**config.mk**
```make
export PLATFORM = sky130hd
export DESIGN_NAME = msp_telemetry_frame_parser_unit
export DESIGN_NICKNAME = d
export VERILOG_FILES = /design/src/hw/rtl/mtfp_pkg.sv /design/src/hw/rtl/mtfp_decode.sv /design/src/hw/rtl/msp_telemetry_frame_parser_unit.sv
export SDC_FILE = /design/constraint.sdc
export NUM_CORES = 1
export LEC_CHECK = 0
export ABC_CLOCK_PERIOD_IN_PS = 24300
export BUFFER_PORTS_ARGS = -buffer_cell sky130_fd_sc_hd__buf_2
export CELL_PAD_IN_SITES_DETAIL_PLACEMENT = 0
export CELL_PAD_IN_SITES_GLOBAL_PLACEMENT = 2
export CORE_MARGIN = 2
export CORE_UTILIZATION = 38
export DETAILED_ROUTE_END_ITERATION = 16
export PLACE_DENSITY_LB_ADDON = 0.1
export SLEW_MARGIN = 20
export SYNTH_ARGS = -nofsm -noshare
export SYNTH_HDL_FRONTEND = slang
export SYNTH_SLANG_ARGS = --single-unit
```
**constraint.sdc**
```tcl
create_clock -name i_clk -period 24.3 [get_ports i_clk]
set_clock_uncertainty 0.2 [all_clocks]
set_input_delay 2.43 -clock i_clk [delete_from_list [all_inputs] [get_ports i_clk]]
set_output_delay 2.43 -clock i_clk [all_outputs]
set_load 0.05 [all_outputs]
```
**src/hw/rtl/mtfp_pkg.sv**
```systemverilog
`timescale 1ns / 1ps
// ----------------------------------------------------------------------------
// mtfp_pkg
// Types and constants shared by the telemetry frame parser and its decoder.
// ----------------------------------------------------------------------------
package mtfp_pkg;

    // Frame framing bytes
    localparam logic [7:0] SYNC_DOLLAR   = 8'h24;  // '$'
    localparam logic [7:0] SYNC_M        = 8'h4D;  // 'M'
    localparam logic [7:0] DIR_TO_DEV    = 8'h3C;  // '<'
    localparam logic [7:0] DIR_FROM_DEV  = 8'h3E;  // '>'

    // Configuration register indexes and reset values
    localparam int unsigned CFG_IDX_W    = 1;
    localparam logic [CFG_IDX_W-1:0] CFG_LINK_CODE = 1'd0;
    localparam logic [CFG_IDX_W-1:0] CFG_BATT_CODE = 1'd1;
    localparam logic [7:0] LINK_CODE_RST = 8'h2D;
    localparam logic [7:0] BATT_CODE_RST = 8'h2E;

    // Payload size limits
    localparam logic [7:0] LEGACY_MIN_LEN  = 8'd10;
    localparam logic [7:0] COMPACT_MIN_LEN = 8'd4;
    localparam logic [7:0] BATT_MIN_LEN    = 8'd6;

    // Number of leading payload bytes the decoder looks at
    localparam int unsigned DEC_BYTES = 6;

    // Result kinds
    localparam logic KIND_LINK = 1'b0;
    localparam logic KIND_BATT = 1'b1;

    typedef enum logic [2:0] {
        PH_IDLE = 3'd0,
        PH_M    = 3'd1,
        PH_DIR  = 3'd2,
        PH_LEN  = 3'd3,
        PH_FUNC = 3'd4,
        PH_PAY  = 3'd5,
        PH_SUM  = 3'd6
    } t_phase;

    typedef logic [DEC_BYTES-1:0][7:0] t_head;

    // Frame summary handed to the decoder
    typedef struct packed {
        logic       toward_host;
        logic [7:0] func;
        logic [7:0] count;
        logic [7:0] link_code;
        logic [7:0] batt_code;
    } t_frame_info;

    // Decoded result
    typedef struct packed {
        logic        hit;
        logic        kind;
        logic [7:0]  rssi_first;
        logic [7:0]  rssi_second;
        logic [7:0]  link_qual;
        logic [7:0]  signal_to_noise;
        logic [7:0]  transmit_power;
        logic [15:0] batt_voltage;
        logic [15:0] batt_current;
        logic [15:0] used_capacity;
    } t_result;

endpackage

```
**src/hw/rtl/mtfp_decode.sv**
```systemverilog
`timescale 1ns / 1ps
// ----------------------------------------------------------------------------
// mtfp_decode
// Turns a checked frame's code, length and head bytes into a link statistics
// or battery result; flags frames that give no result.
// ----------------------------------------------------------------------------
module mtfp_decode (
    input  mtfp_pkg::t_frame_info i_info,
    input  mtfp_pkg::t_head       i_head,
    output mtfp_pkg::t_result     o_result
);
    import mtfp_pkg::*;

    logic w_is_link;
    logic w_is_batt;

    // Link statistics take priority when both codes match
    assign w_is_link = (i_info.func == i_info.link_code);
    assign w_is_batt = !w_is_link && (i_info.func == i_info.batt_code);

    always_comb begin
        o_result = '0;
        if (i_info.toward_host) begin
            if (w_is_link) begin
                if (i_info.count >= LEGACY_MIN_LEN) begin
                    // legacy layout: two separate RSSI bytes
                    o_result.hit             = 1'b1;
                    o_result.kind            = KIND_LINK;
                    o_result.rssi_first      = i_head[0];
                    o_result.rssi_second     = i_head[1];
                    o_result.link_qual       = i_head[2];
                    o_result.signal_to_noise = i_head[3];
                    o_result.transmit_power  = i_head[4];
                end else if (i_info.count >= COMPACT_MIN_LEN) begin
                    // compact layout: one RSSI byte used for both
                    o_result.hit             = 1'b1;
                    o_result.kind            = KIND_LINK;
                    o_result.rssi_first      = i_head[0];
                    o_result.rssi_second     = i_head[0];
                    o_result.link_qual       = i_head[1];
                    o_result.signal_to_noise = i_head[2];
                    o_result.transmit_power  = i_head[3];
                end
            end else if (w_is_batt && (i_info.count >= BATT_MIN_LEN)) begin
                // big-endian 16-bit triplet
                o_result.hit           = 1'b1;
                o_result.kind          = KIND_BATT;
                o_result.batt_voltage  = {i_head[0], i_head[1]};
                o_result.batt_current  = {i_head[2], i_head[3]};
                o_result.used_capacity = {i_head[4], i_head[5]};
            end
        end
    end

endmodule

```
**src/hw/rtl/msp_telemetry_frame_parser_unit.sv**
```systemverilog
`timescale 1ns / 1ps
// ----------------------------------------------------------------------------
// msp_telemetry_frame_parser_unit
// Byte-wide parser for '$' 'M' <dir> <len> <func> <payload> <xor> frames;
// emits link statistics or battery telemetry from frames sent by the device.
// ----------------------------------------------------------------------------
//  Channel   Handshake                   Payload
//  in        i_in_valid / o_in_stall     i_rx_byte
//  out       o_out_valid / i_out_stall   o_frame_kind .. o_used_capacity
//  cfg       i_cfg_we                    i_cfg_index, i_cfg_data
//
//  One byte per cycle. The result of a checksum byte is registered and
//  appears in the cycle after that byte is taken. The input is stalled only
//  while a result is held and the output is stalled. Reset is synchronous;
//  it returns the parser to hunting for '$' and restores the function codes.
// ----------------------------------------------------------------------------
module msp_telemetry_frame_parser_unit #(
    parameter int unsigned HEAD_BYTES = 6
) (
    input  logic                              i_clk,
    input  logic                              i_rst_n,
    // byte input
    input  logic                              i_in_valid,
    output logic                              o_in_stall,
    input  logic [7:0]                        i_rx_byte,
    // result output
    output logic                              o_out_valid,
    input  logic                              i_out_stall,
    output logic                              o_frame_kind,
    output logic signed [7:0]                 o_rssi_first,
    output logic signed [7:0]                 o_rssi_second,
    output logic [7:0]                        o_link_qual,
    output logic signed [7:0]                 o_signal_to_noise,
    output logic [7:0]                        o_transmit_power,
    output logic [15:0]                       o_batt_voltage,
    output logic [15:0]                       o_batt_current,
    output logic [15:0]                       o_used_capacity,
    // configuration
    input  logic                              i_cfg_we,
    input  logic [mtfp_pkg::CFG_IDX_W-1:0]    i_cfg_index,
    input  logic [7:0]                        i_cfg_data
);
    import mtfp_pkg::*;

    localparam int unsigned IDX_W = $clog2(HEAD_BYTES);

    // Configuration registers
    logic [7:0] r_link_code;
    logic [7:0] r_batt_code;

    // Parser state
    t_phase     r_phase, n_phase;
    logic       r_toward_host, n_toward_host;
    logic [7:0] r_length, n_length;
    logic [7:0] r_func, n_func;
    logic [7:0] r_xor, n_xor;
    logic [7:0] r_count, n_count;
    logic [7:0] r_head [HEAD_BYTES];

    // Result register
    logic    r_out_valid;
    t_result r_out;

    logic        w_accept;
    logic        w_head_we;
    logic        w_sum_ok;
    logic        w_load;
    t_frame_info w_info;
    t_head       w_head;
    t_result     w_result;

    assign o_in_stall = r_out_valid && i_out_stall;
    assign w_accept   = i_in_valid && !o_in_stall;

    // Configuration writes
    always_ff @(posedge i_clk) begin
        if (!i_rst_n) begin
            r_link_code <= LINK_CODE_RST;
            r_batt_code <= BATT_CODE_RST;
        end else if (i_cfg_we) begin
            unique case (i_cfg_index)
                CFG_LINK_CODE: r_link_code <= i_cfg_data;
                CFG_BATT_CODE: r_batt_code <= i_cfg_data;
                default: ;
            endcase
        end
    end

    // Parser next state
    always_comb begin
        n_phase       = r_phase;
        n_toward_host = r_toward_host;
        n_length      = r_length;
        n_func        = r_func;
        n_xor         = r_xor;
        n_count       = r_count;
        w_head_we     = 1'b0;
        unique case (r_phase)
            PH_M: begin
                if (i_rx_byte == SYNC_M) begin
                    n_phase = PH_DIR;
                end else begin
                    n_phase       = PH_IDLE;
                    n_toward_host = 1'b0;
                    n_length      = '0;
                    n_func        = '0;
                    n_xor         = '0;
                    n_count       = '0;
                end
            end
            PH_DIR: begin
                if (i_rx_byte == DIR_FROM_DEV || i_rx_byte == DIR_TO_DEV) begin
                    n_toward_host = (i_rx_byte == DIR_FROM_DEV);
                    n_phase       = PH_LEN;
                end else begin
                    n_phase       = PH_IDLE;
                    n_toward_host = 1'b0;
                    n_length      = '0;
                    n_func        = '0;
                    n_xor         = '0;
                    n_count       = '0;
                end
            end
            PH_LEN: begin
                n_length = i_rx_byte;
                n_xor    = i_rx_byte;
                n_count  = '0;
                n_phase  = PH_FUNC;
            end
            PH_FUNC: begin
                n_func  = i_rx_byte;
                n_xor   = r_xor ^ i_rx_byte;
                n_phase = (r_length == 8'd0) ? PH_SUM : PH_PAY;
            end
            PH_PAY: begin
                w_head_we = (r_count < 8'(HEAD_BYTES));
                n_xor     = r_xor ^ i_rx_byte;
                n_count   = r_count + 8'd1;
                if (n_count >= r_length) begin
                    n_phase = PH_SUM;
                end
            end
            PH_SUM: begin
                n_phase       = PH_IDLE;
                n_toward_host = 1'b0;
                n_length      = '0;
                n_func        = '0;
                n_xor         = '0;
                n_count       = '0;
            end
            default: begin
                n_phase = (i_rx_byte == SYNC_DOLLAR) ? PH_M : PH_IDLE;
            end
        endcase
    end

    // Parser state registers
    always_ff @(posedge i_clk) begin
        if (!i_rst_n) begin
            r_phase       <= PH_IDLE;
            r_toward_host <= 1'b0;
            r_length      <= '0;
            r_func        <= '0;
            r_xor         <= '0;
            r_count       <= '0;
        end else if (w_accept) begin
            r_phase       <= n_phase;
            r_toward_host <= n_toward_host;
            r_length      <= n_length;
            r_func        <= n_func;
            r_xor         <= n_xor;
            r_count       <= n_count;
        end
    end

    // Payload head store, no reset
    always_ff @(posedge i_clk) begin
        if (w_accept && w_head_we) begin
            r_head[r_count[IDX_W-1:0]] <= i_rx_byte;
        end
    end

    // Decoder taps on the leading head bytes
    always_comb begin
        for (int k = 0; k < DEC_BYTES; k++) begin
            w_head[k] = r_head[k];
        end
    end

    assign w_info.toward_host = r_toward_host;
    assign w_info.func        = r_func;
    assign w_info.count       = r_count;
    assign w_info.link_code   = r_link_code;
    assign w_info.batt_code   = r_batt_code;

    mtfp_decode u_decode (
        .i_info   (w_info),
        .i_head   (w_head),
        .o_result (w_result)
    );

    // Checksum byte matches and decode gives a result
    assign w_sum_ok = (r_phase == PH_SUM) && (r_xor == i_rx_byte);
    assign w_load   = w_accept && w_sum_ok && w_result.hit;

    // Result register
    always_ff @(posedge i_clk) begin
        if (!i_rst_n) begin
            r_out_valid <= 1'b0;
        end else if (w_load) begin
            r_out_valid <= 1'b1;
        end else if (!i_out_stall) begin
            r_out_valid <= 1'b0;
        end
    end

    always_ff @(posedge i_clk) begin
        if (w_load) begin
            r_out <= w_result;
        end
    end

    assign o_out_valid       = r_out_valid;
    assign o_frame_kind      = r_out.kind;
    assign o_rssi_first      = r_out.rssi_first;
    assign o_rssi_second     = r_out.rssi_second;
    assign o_link_qual       = r_out.link_qual;
    assign o_signal_to_noise = r_out.signal_to_noise;
    assign o_transmit_power  = r_out.transmit_power;
    assign o_batt_voltage    = r_out.batt_voltage;
    assign o_batt_current    = r_out.batt_current;
    assign o_used_capacity   = r_out.used_capacity;

endmodule

```
Yosys cells after proc, flatten, opt, wreduce, memory -nomap -nowiden:

Memory sizes are Yosys's and may differ from the RTL's.
Index checks and enable logic that the tools add are counted.

* $add $sub $neg: 1
* magnitude comparators: 5
* equal/unequal tests: 17
* mux-type cells: 28
* bitwise logic cells: 4
* reduce and logical (&&, ||, !) cells: 29

Operators with widths (number)
* $mux 48: 2
* $pmux 8 s4: 3
* $mux 90: 1
* $mux 42: 2
* $mux 40: 1
* $pmux 8 s5: 1
* $eq 8x6->1 const B: 3
* $eq 8x8->1: 3
* $pmux 3 s6: 1
* $ge 8x3->1 const B: 2
* $mux 8: 2
* $reduce_and 4->1: 4
* $reduce_bool 4->1: 3
* $mux 2: 5
* $eq 3x3->1 const B: 3
* $add 8x1->8 const B: 1
* $eq 8x7->1 const B: 1
* $ge 8x4->1 const B: 1
* $ge 8x8->1: 1
* $logic_and 1x1->1: 8
* $logic_not 8->1: 1
* $lt 8x3->1 const B: 1
* $mux 1: 8
* $reduce_and 2->1: 4
* 15 further kinds: 22

* register bits after elaboration: 142
* RAM bits: 48
* input bits: 22
* output and inout port bits: 91
* logic and storage cells: 103
* memories: 1

Memories
* r_head: words 6, width 8, rd ports 6, clocked after Yosys merged registers in 0, wr ports 1, RTL line msp_telemetry_frame_parser_unit.sv:58 `logic [7:0] r_head [HEAD_BYTES];`

Longest topological paths before layout:

Gate-level depths: netlist of run 1.

* depth after elaboration: 9
* gate-level depth with buffers: 10
* mapped depth without buffers: 10

Cells and area by module:

Synthesis of run 1 repeated with hierarchy kept, for this count alone.

* cells, all modules: 722
* area, all modules: 8242.9 µm²

Modules (own cells, without submodules)
* msp_telemetry_frame_parser_unit: instances 1, cells an instance 501, area an instance 7021.7 µm², sequential area each 5175.0 µm²
* mtfp_decode: instances 1, cells an instance 221, area an instance 1221.2 µm², sequential area each 0.0 µm²

Worst setup path after synthesis of run 1:

Ideal clock, no wire load.

* kind: input -> register
* start point: input i_in_valid
* end point: register r_out, in the netlist o_batt_current[0], enable pin
* library setup time: 1009 ps
* arrival time: 16753 ps
* required time: 23091 ps
* path slack: 6338 ps
* stages on the path: 3
* path through: a21boi_1 > nand4_1 > a2111oi_0

* longest elaborated chain between the ends: 3

Ends and longest elaborated chain
* start, declared: RTL line msp_telemetry_frame_parser_unit.sv:23 `input logic i_in_valid,`
* $logic_and 1x1->1: RTL line msp_telemetry_frame_parser_unit.sv:73 `assign w_accept = i_in_valid && !o_in_stall;`
* $logic_and 1x1->1 (2 in a row): RTL line msp_telemetry_frame_parser_unit.sv:204 `assign w_load = w_accept && w_sum_ok && w_result.hit;`
* net w_load: RTL line msp_telemetry_frame_parser_unit.sv:67 `logic w_load;`
* end signal, assigned: RTL line msp_telemetry_frame_parser_unit.sv:219 `r_out <= w_result;`
* end, declared: RTL line msp_telemetry_frame_parser_unit.sv:62 `t_result r_out;`

The timed path passes the listed nets, and every way through them passes these cells.
A chain may end at the register's enable or synchronous reset.

Final worst setup path of run 1:

* start point: input i_out_stall
* end point: output o_in_stall

* longest elaborated chain between the ends: 1

Ends and longest elaborated chain
* start, declared: RTL line msp_telemetry_frame_parser_unit.sv:28 `input logic i_out_stall,`
* $logic_and 1x1->1: RTL line msp_telemetry_frame_parser_unit.sv:72 `assign o_in_stall = r_out_valid && i_out_stall;`
* end, declared: RTL line msp_telemetry_frame_parser_unit.sv:24 `output logic o_in_stall,`

No other way between the ends.

==> results of run 1 <==
stage by stage:
stage | hold slack, ps | instances
CTS | 275 | 1096
finish | 272 | 1096
global route | 298 | 1096
floorplan | 248 | 714
global placement | 257 | 1065
detailed placement | 266 | 1065
power by group through the flow:
stage,clock network [W],logic (W),registers (W)
after global routing,0.000294,0.0000214,0.000348
after detailed placement,0,0.0000193,0.000355
after floorplan,0,0.0000115,0.000354
after global placement,0,0.0000190,0.000355
final,0.000277,0.0000193,0.000347
after CTS,0.000283,0.0000194,0.000347
kinds of logic (layout without fill, tap and decap cells):
logic type	after synthesis	after routing	synth area share [%]
AND/OR/NAND/NOR	282	282	17.8
flip-flops	190	190	63.7
AO/OA/AOI/OAI	142	142	10.3
buffers and inverters	60	167	3.42
XOR/XNOR	30	30	3.23
adder cells (fa/ha/maj)	10	10	1.54
flip-flops by register name, summed over array words and instances, names as in the netlist, 3 cells and up:
register,cells
r_head,48
r_link_code,8
o_rssi_second,8
r_phase,3
r_length,8
o_rssi_first,8
r_count,8
o_used_capacity,16
r_xor,8
o_batt_current,16
o_transmit_power,8
r_batt_code,8
o_batt_voltage,16
r_func,8
o_link_qual,8
o_signal_to_noise,8
final cells by class:
| cell class | count | area [um2] |
|---|---|---|
| Fill cell | 1954 | 11600 |
| Timing Repair Buffer | 116 | 594 |
| Clock buffer | 17 | 425 |
| Inverter | 20 | 75.1 |
| Sequential cell | 190 | 5170 |
| Clock inverter | 14 | 160 |
| Tap cell | 275 | 344 |
| Multi-Input combinational cell | 464 | 2690 |
path summary, 6_finish.rpt:
kind                               start                         endpoint  slack, ps  depth (start not counted)
min reg2reg  r_batt_code[6]$_SDFFE_PN0P_      r_batt_code[6]$_SDFFE_PN0P_        270                          2
max                          i_out_stall                       o_in_stall      18730                          4
min          r_batt_code[6]$_SDFFE_PN0P_      r_batt_code[6]$_SDFFE_PN0P_        270                          2
max reg2reg      r_count[1]$_SDFFE_PN0P_  o_batt_voltage[9]$_SDFFCE_PP0P_      21080                          6
routing by layer:
| metal | global-route usage [%] | wire, um | up-vias |
|---|---|---|---|
| met5 | 0 | 0 | - |
| met4 | 6.13 | 286 | 0 |
| met3 | 3.45 | 981 | 21 |
| met2 | 28.6 | 9120 | 163 |
| met1 | 24.1 | 8880 | 2654 |
| li1 | - | - | 2746 |
cells in the mapped netlist (3+ instances only):
| library cell | number | area (um2) |
|---|---|---|
| o21ai_0 | 47 | 235 |
| a211oi_1 | 3 | 22.5 |
| nand3_1 | 31 | 155 |
| ha_1 | 10 | 125 |
| and2_1 | 40 | 250 |
| nand4b_1 | 3 | 26.3 |
| a22o_1 | 8 | 70.1 |
| edfxtp_1 | 137 | 4110 |
| buf_6 | 5 | 56.3 |
| o311ai_0 | 9 | 78.8 |
| nor2b_1 | 6 | 37.5 |
| nand2b_1 | 5 | 31.3 |
| clkbuf_1 | 22 | 82.6 |
| and2_4 | 10 | 87.6 |
| xnor2_1 | 19 | 166 |
| a31oi_1 | 5 | 31.3 |
| a21oi_1 | 57 | 285 |
| nor4_1 | 3 | 18.8 |
| dfxtp_1 | 53 | 1060 |
| nor3_1 | 7 | 35.0 |
| xor2_1 | 11 | 96.3 |
| nand2_1 | 111 | 417 |
| inv_1 | 20 | 75.1 |
| buf_2 | 11 | 55.1 |
| nor2_1 | 30 | 113 |
| nand4_1 | 21 | 131 |
worst max-delay path, stage by stage:
cell and delay (ps):
buf_2 90, nand2_1 80, inv_1 80, buf_2 260
==> metrics, run 1 <==
post-cts repair resize count=0; vias in the first global route=5526; setup TNS=0 ps; antenna diode count=0; Syn Area/Cell=11.4 um2; most frequent cells in the layout=edfxtp_1 (137), buf_2 (112), nand2_1 (111); drt wl/cell=17.6 um; Mapped Area=8130 um2; clock sink count=190; iteration count of the initial detailed-routing pass=4; Syn-to-layout area delta=16.5%; initial core utilization=a little under 40%; worst endpoint data arrival time=around 2900 ps; period utilization=between 20% and 30%; cell area after placement=about 8900 um2; initial antenna violation count=0; H-tree Lvls=4; FMAX=around 0.18 GHz; latest clock arrival within the worst-skew pair=roughly 440 ps; design area=about 9500 um2; DP Wirelength=between 10000 and 15000 um; Power per Cell Area=~68 nW/um2; min Tclk post-route=roughly 5600 ps; Post-synth ARST share=0%; pre-CTS setup slack=between 15000 and 20000 ps; nets=around 840; Core Region=21000 um2; GR Util All Layers=17.8%; Post-Syn Instances=~710; #FFs+latches synth=190; crit end category=output port; WL final=19300 um; Final Hold Vio Count=0; Post-DRT Antenna Nets=0; most common cell after layout, fill and taps aside=edfxtp_1; GP Congestion=0.854; Flop pwr share=between 50 and 60%; worst slew pin tran=1040 ps; Critical Path Start Type=primary input; number of I/O pins=113; Port Buffer Count=between 100 and 150; TritonCTS buffer count=17; Seq/Total Area, Yosys=between 60% and 70%; WS Path Type=in2out; GRT overflow=0; Critical Path RT=around 22000 ps; Final Power=0.000643 W; fraction of layout cells with a size suffix above 1=21.0%; Initial DRC Count=320; Synth Net Count=around 750; Distinct cells, synth=51; outcome=finished, final reports clean; Post-synth EDFFs=between 100 and 150; maximum VDD drop=between 40 and 50 uV; Comb pwr share=~3%; via count=5584; Min-Delay Path Class=reg2reg; Internal=0.000504 W; Synth Flop Type=edfxtp_1; Slew Viols, Final=0; clk root buf=clkbuf_16; die width=150 um; Post-CTS Hold Buffers=0; Net Sw Frac=21.6%; Via density=a little over 5; leakage=approximately 3.8 nW; crit path max fanout=3; Die H=around 150 um; Placement Rows=53; CTS max path bufs=2; worst setup margin=18730 ps; Reg clk slew, reported paths=approximately 70 ps; Setup-failing EPs final=0; CTS tree=built; post-CTS setup buffer count=0; global-route wire length before repair=roughly 30000 um; RSZ-0062 raised after global routing=false; clock share of power=a little over two fifths; Post-route DRC=0; Slew headroom=30.4%; largest net degree at the start of global routing=90; final core utilization=between 40% and 50%; Max Cap Viol=0; die area=between 20000 and 25000 um2; Net Sw Power=around 0.00014 W; synth warn=0
No activity file was read; power rests on OpenSTA's default activity.
==> run 2, diff against run 1 <==
ABC_AREA = 1   (was unset)
ABC_CLOCK_PERIOD_IN_PS = 5520   (was 24300)
CORE_UTILIZATION = 36   (was 38)
clock period = 5.52 ns   (was 24.3 ns; I/O delays follow)
==> run 2 against run 1 <==
Sequential cell count unchanged. Largest power group unchanged. Synthesized area up 0.32%. Final area up 1.6%. Worst setup slack worse by 16000 ps. Highest routed layer unchanged. Clock-buffer cell count up 1. Via count up 2.8%. Total power rose to 4.6 times the previous value. Register-to-register slack worse by 19000 ps. Synthesized cell count up 13%. Die area up 5.7%.
==> metrics, run 2 <==
most frequent cells in the layout=nor2_1 (144), edfxtp_1 (137), nand2_1 (120) (was edfxtp_1 (137), buf_2 (112), nand2_1 (111)); Critical Path RT=5410 ps (was 21670 ps); Reg clk slew, reported paths=80 ps (was 70 ps); Post-CTS Hold Buffers=0 (unchanged); Largest register FFs=48 (unchanged); Synth Flop Type=edfxtp_1 (unchanged); Final Hold Vio Count=0 (unchanged); largest net degree at the start of global routing=61 (was 90); GRT overflow=0 (unchanged); outcome=finished, final reports clean (unchanged); routing usage on met1=22.7% (was 24.1%); antenna diode count=0 (unchanged); post-cts repair resize count=0 (unchanged); #FFs+latches synth=190 (unchanged); drt wl/cell=15.9 um (was 17.6 um); Initial DRC Count=368 (was 320); Syn Area/Cell=10.1 um2 (was 11.4 um2); die width=154 um (was 150 um); Synth Net Count=839 (was 746); vias in the first global route=5658 (was 5526); fraction of layout cells with a size suffix above 1=18.5% (was 21.0%); initial core utilization=36.3% (was 38.7%); Slew Viols, Final=0 (unchanged); latest clock arrival within the worst-skew pair=430 ps (was 440 ps); Seq/Total Area, Yosys=63.5% (was 63.7%); CTS tree=built (unchanged); crit end category=flip-flop (was output port); Post-route DRC=0 (unchanged); FMAX=roughly 0.33 GHz; synth warn=0 (unchanged); leakage=3.87 nW (was 3.78 nW); synth top area cells=edfxtp_1 (50%), dfxtp_1 (13%), nor2_1 (6.6%) (was edfxtp_1 (51%), dfxtp_1 (13%), nand2_1 (5.1%)); Post-Syn Instances=807 (was 714); Max Cap Viol=0 (unchanged); GP Congestion=0.810 (was 0.854); Synth top cells by count=nor2_1 (144), edfxtp_1 (137), nand2_1 (121), inv_1 (110), dfxtp_1 (53) (was edfxtp_1 (137), nand2_1 (111), a21oi_1 (57), dfxtp_1 (53), o21ai_0 (47)); crit path max fanout=60 (was 3); number of I/O pins=113 (unchanged); nets=950 (was 841); path depth of the worst reg2reg path=6 (unchanged); Power per Cell Area=310 nW/um2 (was 68.0 nW/um2); RSZ-0062 raised after global routing=false (unchanged); Fill cells=2218 (was 1954); Slew headroom=31.4% (was 30.4%); period utilization=a little over half; global-route wire length before repair=30700 um (was 30500 um); hold depth=3 (was 2); Min-Delay Path Class=in2reg (was reg2reg); CTS max path bufs=2 (unchanged); footprint of the multi-input gates=2450 um2 (was 2690 um2); max incr delay on CP=690 ps (was 260 ps); capture point of the worst reg-to-reg path=o_signal_to_noise[0]$_SDFFCE_PN0P_ (was o_batt_voltage[9]$_SDFFCE_PP0P_); clock sink count=190 (unchanged); grt peak-use layer=met2 (unchanged); GR Util All Layers=16.6% (was 17.8%); Setup-failing EPs final=0 (unchanged); reg2reg setup slack=2510 ps (was 21080 ps); Core Region=22400 um2 (was 21000 um2); clk root buf=clkbuf_16 (unchanged); Mapped Area=8150 um2 (was 8130 um2); most common cell after layout, fill and taps aside=nor2_1 (was edfxtp_1); routing usage on met3=3.78% (was 3.45%); cell area after placement=8980 um2 (was 8870 um2); Distinct cells, synth=36 (was 51); setup TNS=0 ps (unchanged); TritonCTS buffer count=17 (unchanged); worst r2r src=r_phase[1]$_SDFFE_PN0P_ (was r_count[1]$_SDFFE_PN0P_); Die H=154 um (was 150 um); Syn-to-layout area delta=18.0% (was 16.5%); Post-synth EDFFs=137 (unchanged); Port Buffer Count=112 (unchanged); WL final=19300 um (about the same); initial antenna violation count=0 (unchanged); Post-DRT Antenna Nets=0 (unchanged); storage element area=5170 um2 (unchanged); design area=9620 um2 (was 9460 um2); Critical Path Start Type=flip-flop (was primary input); Post-synth ARST share=0% (unchanged); via count=5739 (was 5584); met2 Use GR=26.7% (was 28.6%); DP Wirelength=13900 um (was 13200 um); cell with the most instances after synthesis=nor2_1 (was edfxtp_1); worst slew pin tran=1020 ps (was 1040 ps); maximum VDD drop=179 uV (was 47.4 uV); CP bufs+invs=1 (was 3); worst-path cell chain=nand2_2 -> nor2_1 -> nand2_1 -> nor4_1 -> and2_4 -> buf_4 (was buf_2 -> nand2_1 -> inv_1 -> buf_2); Crit path max-delay family=simple AND/OR/NAND/NOR gates (was buffers and inverters); WHS Endpoint=r_batt_code[2]$_SDFFE_PN1P_ (was r_batt_code[6]$_SDFFE_PN0P_); iteration count of the initial detailed-routing pass=5 (was 4); H-tree Lvls=4 (unchanged); share of the synthesized area in the top cell type=50.5% (was 50.6%); worst hold slack=128 ps (was 272 ps); die area=23900 um2 (was 22600 um2); hold_sp=i_cfg_data[2] (was r_batt_code[6]$_SDFFE_PN0P_); crit path max-delay cell type=and2_4 (was buf_2); worst endpoint data arrival time=2900 ps (was 2940 ps); post-CTS setup buffer count=0 (unchanged); Final Power=0.00298 W (was 0.000643 W); Placement Rows=55 (was 53); min Tclk post-route=between 3000 and 4000 ps; Via density=4.72 (was 5.09); cell taking the most area after synthesis=edfxtp_1 (unchanged); WS Path Type=reg2reg (was in2out)
==> run 2: cell count changes in the layout (fill, tap and decap cells not counted), moves of 16 or more <==
cell      before  now
nor2_1        30  144
inv_1         20  110
and2_1        40    0
a211oi_1       3   24
a21oi_1       57   39
nand3_1       31   15
o21ai_0       47   31
==> run 2: worst max path at each step <==
stage                                 start                                 end  depth (start not counted)
detailed placement              i_out_stall     o_batt_current[6]$_SDFFCE_PP0P_                          8
CTS                 r_phase[2]$_SDFFE_PN0P_              r_head[0][1]$_DFFE_PP_                          6
global placement                i_out_stall     o_batt_current[2]$_SDFFCE_PP0P_                          8
global route        r_count[2]$_SDFFE_PN0P_             r_phase[1]$_SDFFE_PN0P_                         13
floorplan                       i_out_stall     o_batt_current[0]$_SDFFCE_PP0P_                          6
finish              r_phase[1]$_SDFFE_PN0P_  o_signal_to_noise[0]$_SDFFCE_PN0P_                          6
==> run 2: stage by stage <==
step	setup slack, ps	utilization (%)	instances
global placement	2320	40.0	1184
finish	2510	42.9	1216
global route	2350	42.9	1216
detailed placement	2240	40.0	1184
floorplan	1310	-	807
CTS	2460	42.8	1216
==> run 2: layer usage <==
| layer | vias up | share of wire [%] |
|---|---|---|
| li1 | 2900 | - |
| met1 | 2687 | 48 |
| met2 | 138 | 47 |
| met3 | 14 | 4.6 |
| met4 | 0 | 1.2 |
| met5 | - | 0 |
==> run 2: worst reg2reg max path: cells and delay by family, from the launching register on <==
family                 cells  cell delay (ps)
buffers and inverters      1              550
DFF                        1              540
and+or+nand+nor            5             1370
==> run 2: area by class of cell <==
type                       count  area share (%)
clock buffer                  18            4.46
clock inverter                14            1.91
inverter                     117            4.57
multi-input combinational    477            25.5
sequential                   190            53.8
tap                          285            3.71
timing repair buffer         115            6.06
==> run 2: cells by family (layout without fill, tap and decap cells) <==
family	after synthesis	in the layout	share of synthesized area [%]
xor+xnor	19	19	2.04
fa+ha+maj	10	10	1.53
buf+inv	140	264	6.77
flops	190	190	63.5
compound gates	123	123	8.99
simple gates	325	325	17.2
==> run 2: where the power goes <==
part,switching (W),internal [W]
registers,0.0000175,0.00153
logic,0.000109,0.0000513
clock network,0.000545,0.000723
==> run 3, diff against run 2 <==
ABC_CLOCK_PERIOD_IN_PS = 2700   (was 5520)
CORE_UTILIZATION = 33   (was 36)
clock period = 2.7 ns   (was 5.52 ns; I/O delays follow)
==> run 3 against run 2 <==
Non-clock buffer count rose by 33. Total power is 100% higher. Via count grew 3.1%. Combinational power up 130%. Utilization is 1.9 points lower. Clock-buffer cell count down 1. Critical path type is now in2reg. Sequential cell count is the same. Sequential power is 100% higher. First-iteration DRC count shrank 39%. Sequential share of layout area is 1.8 points lower. Final area up 3.5%.
==> metrics, run 3 (synthesis results as in run 2) <==
Placement Rows=57 (was 55); Reg clk slew, reported paths=70 ps (was 80 ps); Syn-to-layout area delta=22.1% (was 18.0%); crit path max fanout=8 (was 60); storage element area=5180 um2 (was 5170 um2); CP bufs+invs=6 (was 1); drt wl/cell=15.6 um (was 15.9 um); clk root buf=clkbuf_16 (unchanged); clock sink count=190 (unchanged); number of I/O pins=113 (unchanged); min Tclk post-route=about 2500 ps; setup TNS=0 ps (unchanged); Power per Cell Area=607 nW/um2 (was 310 nW/um2); most common cell after layout, fill and taps aside=nor2_1 (unchanged); via count=5916 (was 5739); Via density=4.60 (was 4.72); antenna diode count=0 (unchanged); GR Util All Layers=15.9% (was 16.6%); Slew Viols, Final=0 (unchanged); Largest register FFs=48 (unchanged); largest net degree at the start of global routing=57 (was 61); post-CTS setup buffer count=0 (unchanged); global-route wire length before repair=32100 um (was 30700 um); leakage=4.02 nW (was 3.87 nW); Critical Path RT=2620 ps (was 5410 ps); worst endpoint data arrival time=2460 ps (was 2900 ps); clock share of power=41.6% (was 42.5%); initial core utilization=33.5% (was 36.3%); maximum VDD drop=323 uV (was 179 uV); Comb pwr share=6.0% (was 5.4%); outcome=finished, final reports clean (unchanged); latest clock arrival within the worst-skew pair=420 ps (was 430 ps); WL final=20000 um (was 19300 um); worst-path cell chain=dlygate4sd3_1 -> buf_2 -> nand2_2 -> clkinvlp_4 -> nor2_4 -> buf_4 -> inv_1 -> nor3_1 -> nand3_1 -> nor3_1 -> buf_4 (was nand2_2 -> nor2_1 -> nand2_1 -> nor4_1 -> and2_4 -> buf_4); Max Cap Viol=0 (unchanged); CTS tree=built (unchanged); Min-Delay Path Class=in2reg (unchanged); crit end category=flip-flop (unchanged); Net Sw Power=0.00146 W (was 0.000671 W); GRT overflow=0 (unchanged); Crit path max-delay family=buffers and inverters (was simple AND/OR/NAND/NOR gates); Critical Path Start Type=primary input (was flip-flop); iteration count of the initial detailed-routing pass=5 (unchanged); crit path max-delay cell type=dlygate4sd3_1 (was and2_4); final std cells w/o fill=1287 (was 1216); TritonCTS buffer count=17 (unchanged); initial antenna violation count=0 (unchanged); nets=983 (was 950); Net Sw Frac=24.1% (was 22.5%); Fill cells=2409 (was 2218); DP Wirelength=14200 um (was 13900 um); Port Buffer Count=112 (unchanged); CTS max path bufs=2 (unchanged); fraction of layout cells with a size suffix above 1=20.5% (was 18.5%); die area=26000 um2 (was 23900 um2); vias in the first global route=5962 (was 5658); Core Region=24300 um2 (was 22400 um2); Final Power=0.00604 W (was 0.00298 W); most frequent cells in the layout=nor2_1 (144), edfxtp_1 (137), nand2_1 (119) (was nor2_1 (144), edfxtp_1 (137), nand2_1 (120)); max incr delay on CP=530 ps (was 690 ps); Flop pwr share=52.4% (was 52.1%); Die H=161 um (was 154 um); H-tree Lvls=4 (unchanged); period utilization=a little over nine tenths; die width=161 um (was 154 um); worst slew pin tran=717 ps (was 1020 ps); worst hold slack=35.3 ps (was 128 ps); Post-route DRC=0 (unchanged); FMAX=roughly 0.4 GHz; pre-CTS setup slack=185 ps (was 2240 ps); Initial DRC Count=224 (was 368); footprint of the multi-input gates=2430 um2 (was 2450 um2); RSZ-0062 raised after global routing=false (unchanged); worst setup margin=166 ps (was 2510 ps); Post-DRT Antenna Nets=0 (unchanged); Final Hold Vio Count=0 (unchanged); WS Path Type=in2reg (was reg2reg); Setup-failing EPs final=0 (unchanged); Post-Place Cells=1246 (was 1184); Internal=0.00458 W (was 0.00231 W); GP Congestion=0.782 (was 0.810); Slew headroom=52.1% (was 31.4%)
-- run 3: through the flow --
step / instance area (um2) / util (%)
2_1_floorplan: 8160 / -
6_report: 9950 / 40.9
3_3_place_gp: 9250 / 38.0
3_5_place_dp: 9250 / 38.0
4_1_cts: 9950 / 40.9
5_1_grt: 9950 / 40.9
-- run 3: power by group through the flow --
| stage | sequential [W] | clock, W | combinational [W] |
|---|---|---|---|
| finish | 0.00317 | 0.00251 | 0.000362 |
| global route | 0.00317 | 0.00271 | 0.000408 |
| CTS | 0.00317 | 0.00258 | 0.000367 |
| detailed placement | 0.00323 | 0 | 0.000355 |
| global placement | 0.00323 | 0 | 0.000353 |
| floorplan | 0.00323 | 0 | 0.000227 |
-- run 3: area by class of cell --
class / instances / area share (%)
clock inverters: 14 / 1.72
inverters: 117 / 4.45
multi-input cells: 477 / 24.4
well taps: 324 / 4.07
clock buffers: 17 / 4.28
flip-flops and latches: 190 / 52.1
repair buffers: 148 / 8.98
-- run 3: what timing repair did --
item,4_1_cts,5_1_grt
resized for setup,0,1
hold buffers,10,0
endpoints found under the hold margin,18,0
setup endpoints to repair,0,2
-- run 3: worst paths after layout --
path | start | to | slack [ps] | cells after the start
setup / recovery | i_out_stall | r_head[5][7]$_DFFE_PP_ | 170 | 11
hold / removal | i_rx_byte[0] | r_head[0][0]$_DFFE_PP_ | 40 | 1
setup reg to reg | r_count[0]$_SDFFE_PN0P_ | r_phase[1]$_SDFFE_PN0P_ | 280 | 13
hold reg to reg | r_link_code[7]$_SDFFE_PN0P_ | r_link_code[7]$_SDFFE_PN0P_ | 270 | 2
-- run 3: metal layers --
layer  wire length [um]  vias up  GRT usage (%)
met5                  0        -              0
met4                262        0           4.59
met3                654       20           2.70
met2               9570      139           26.4
met1               9540     2780           21.5
li1                   -     2977              -
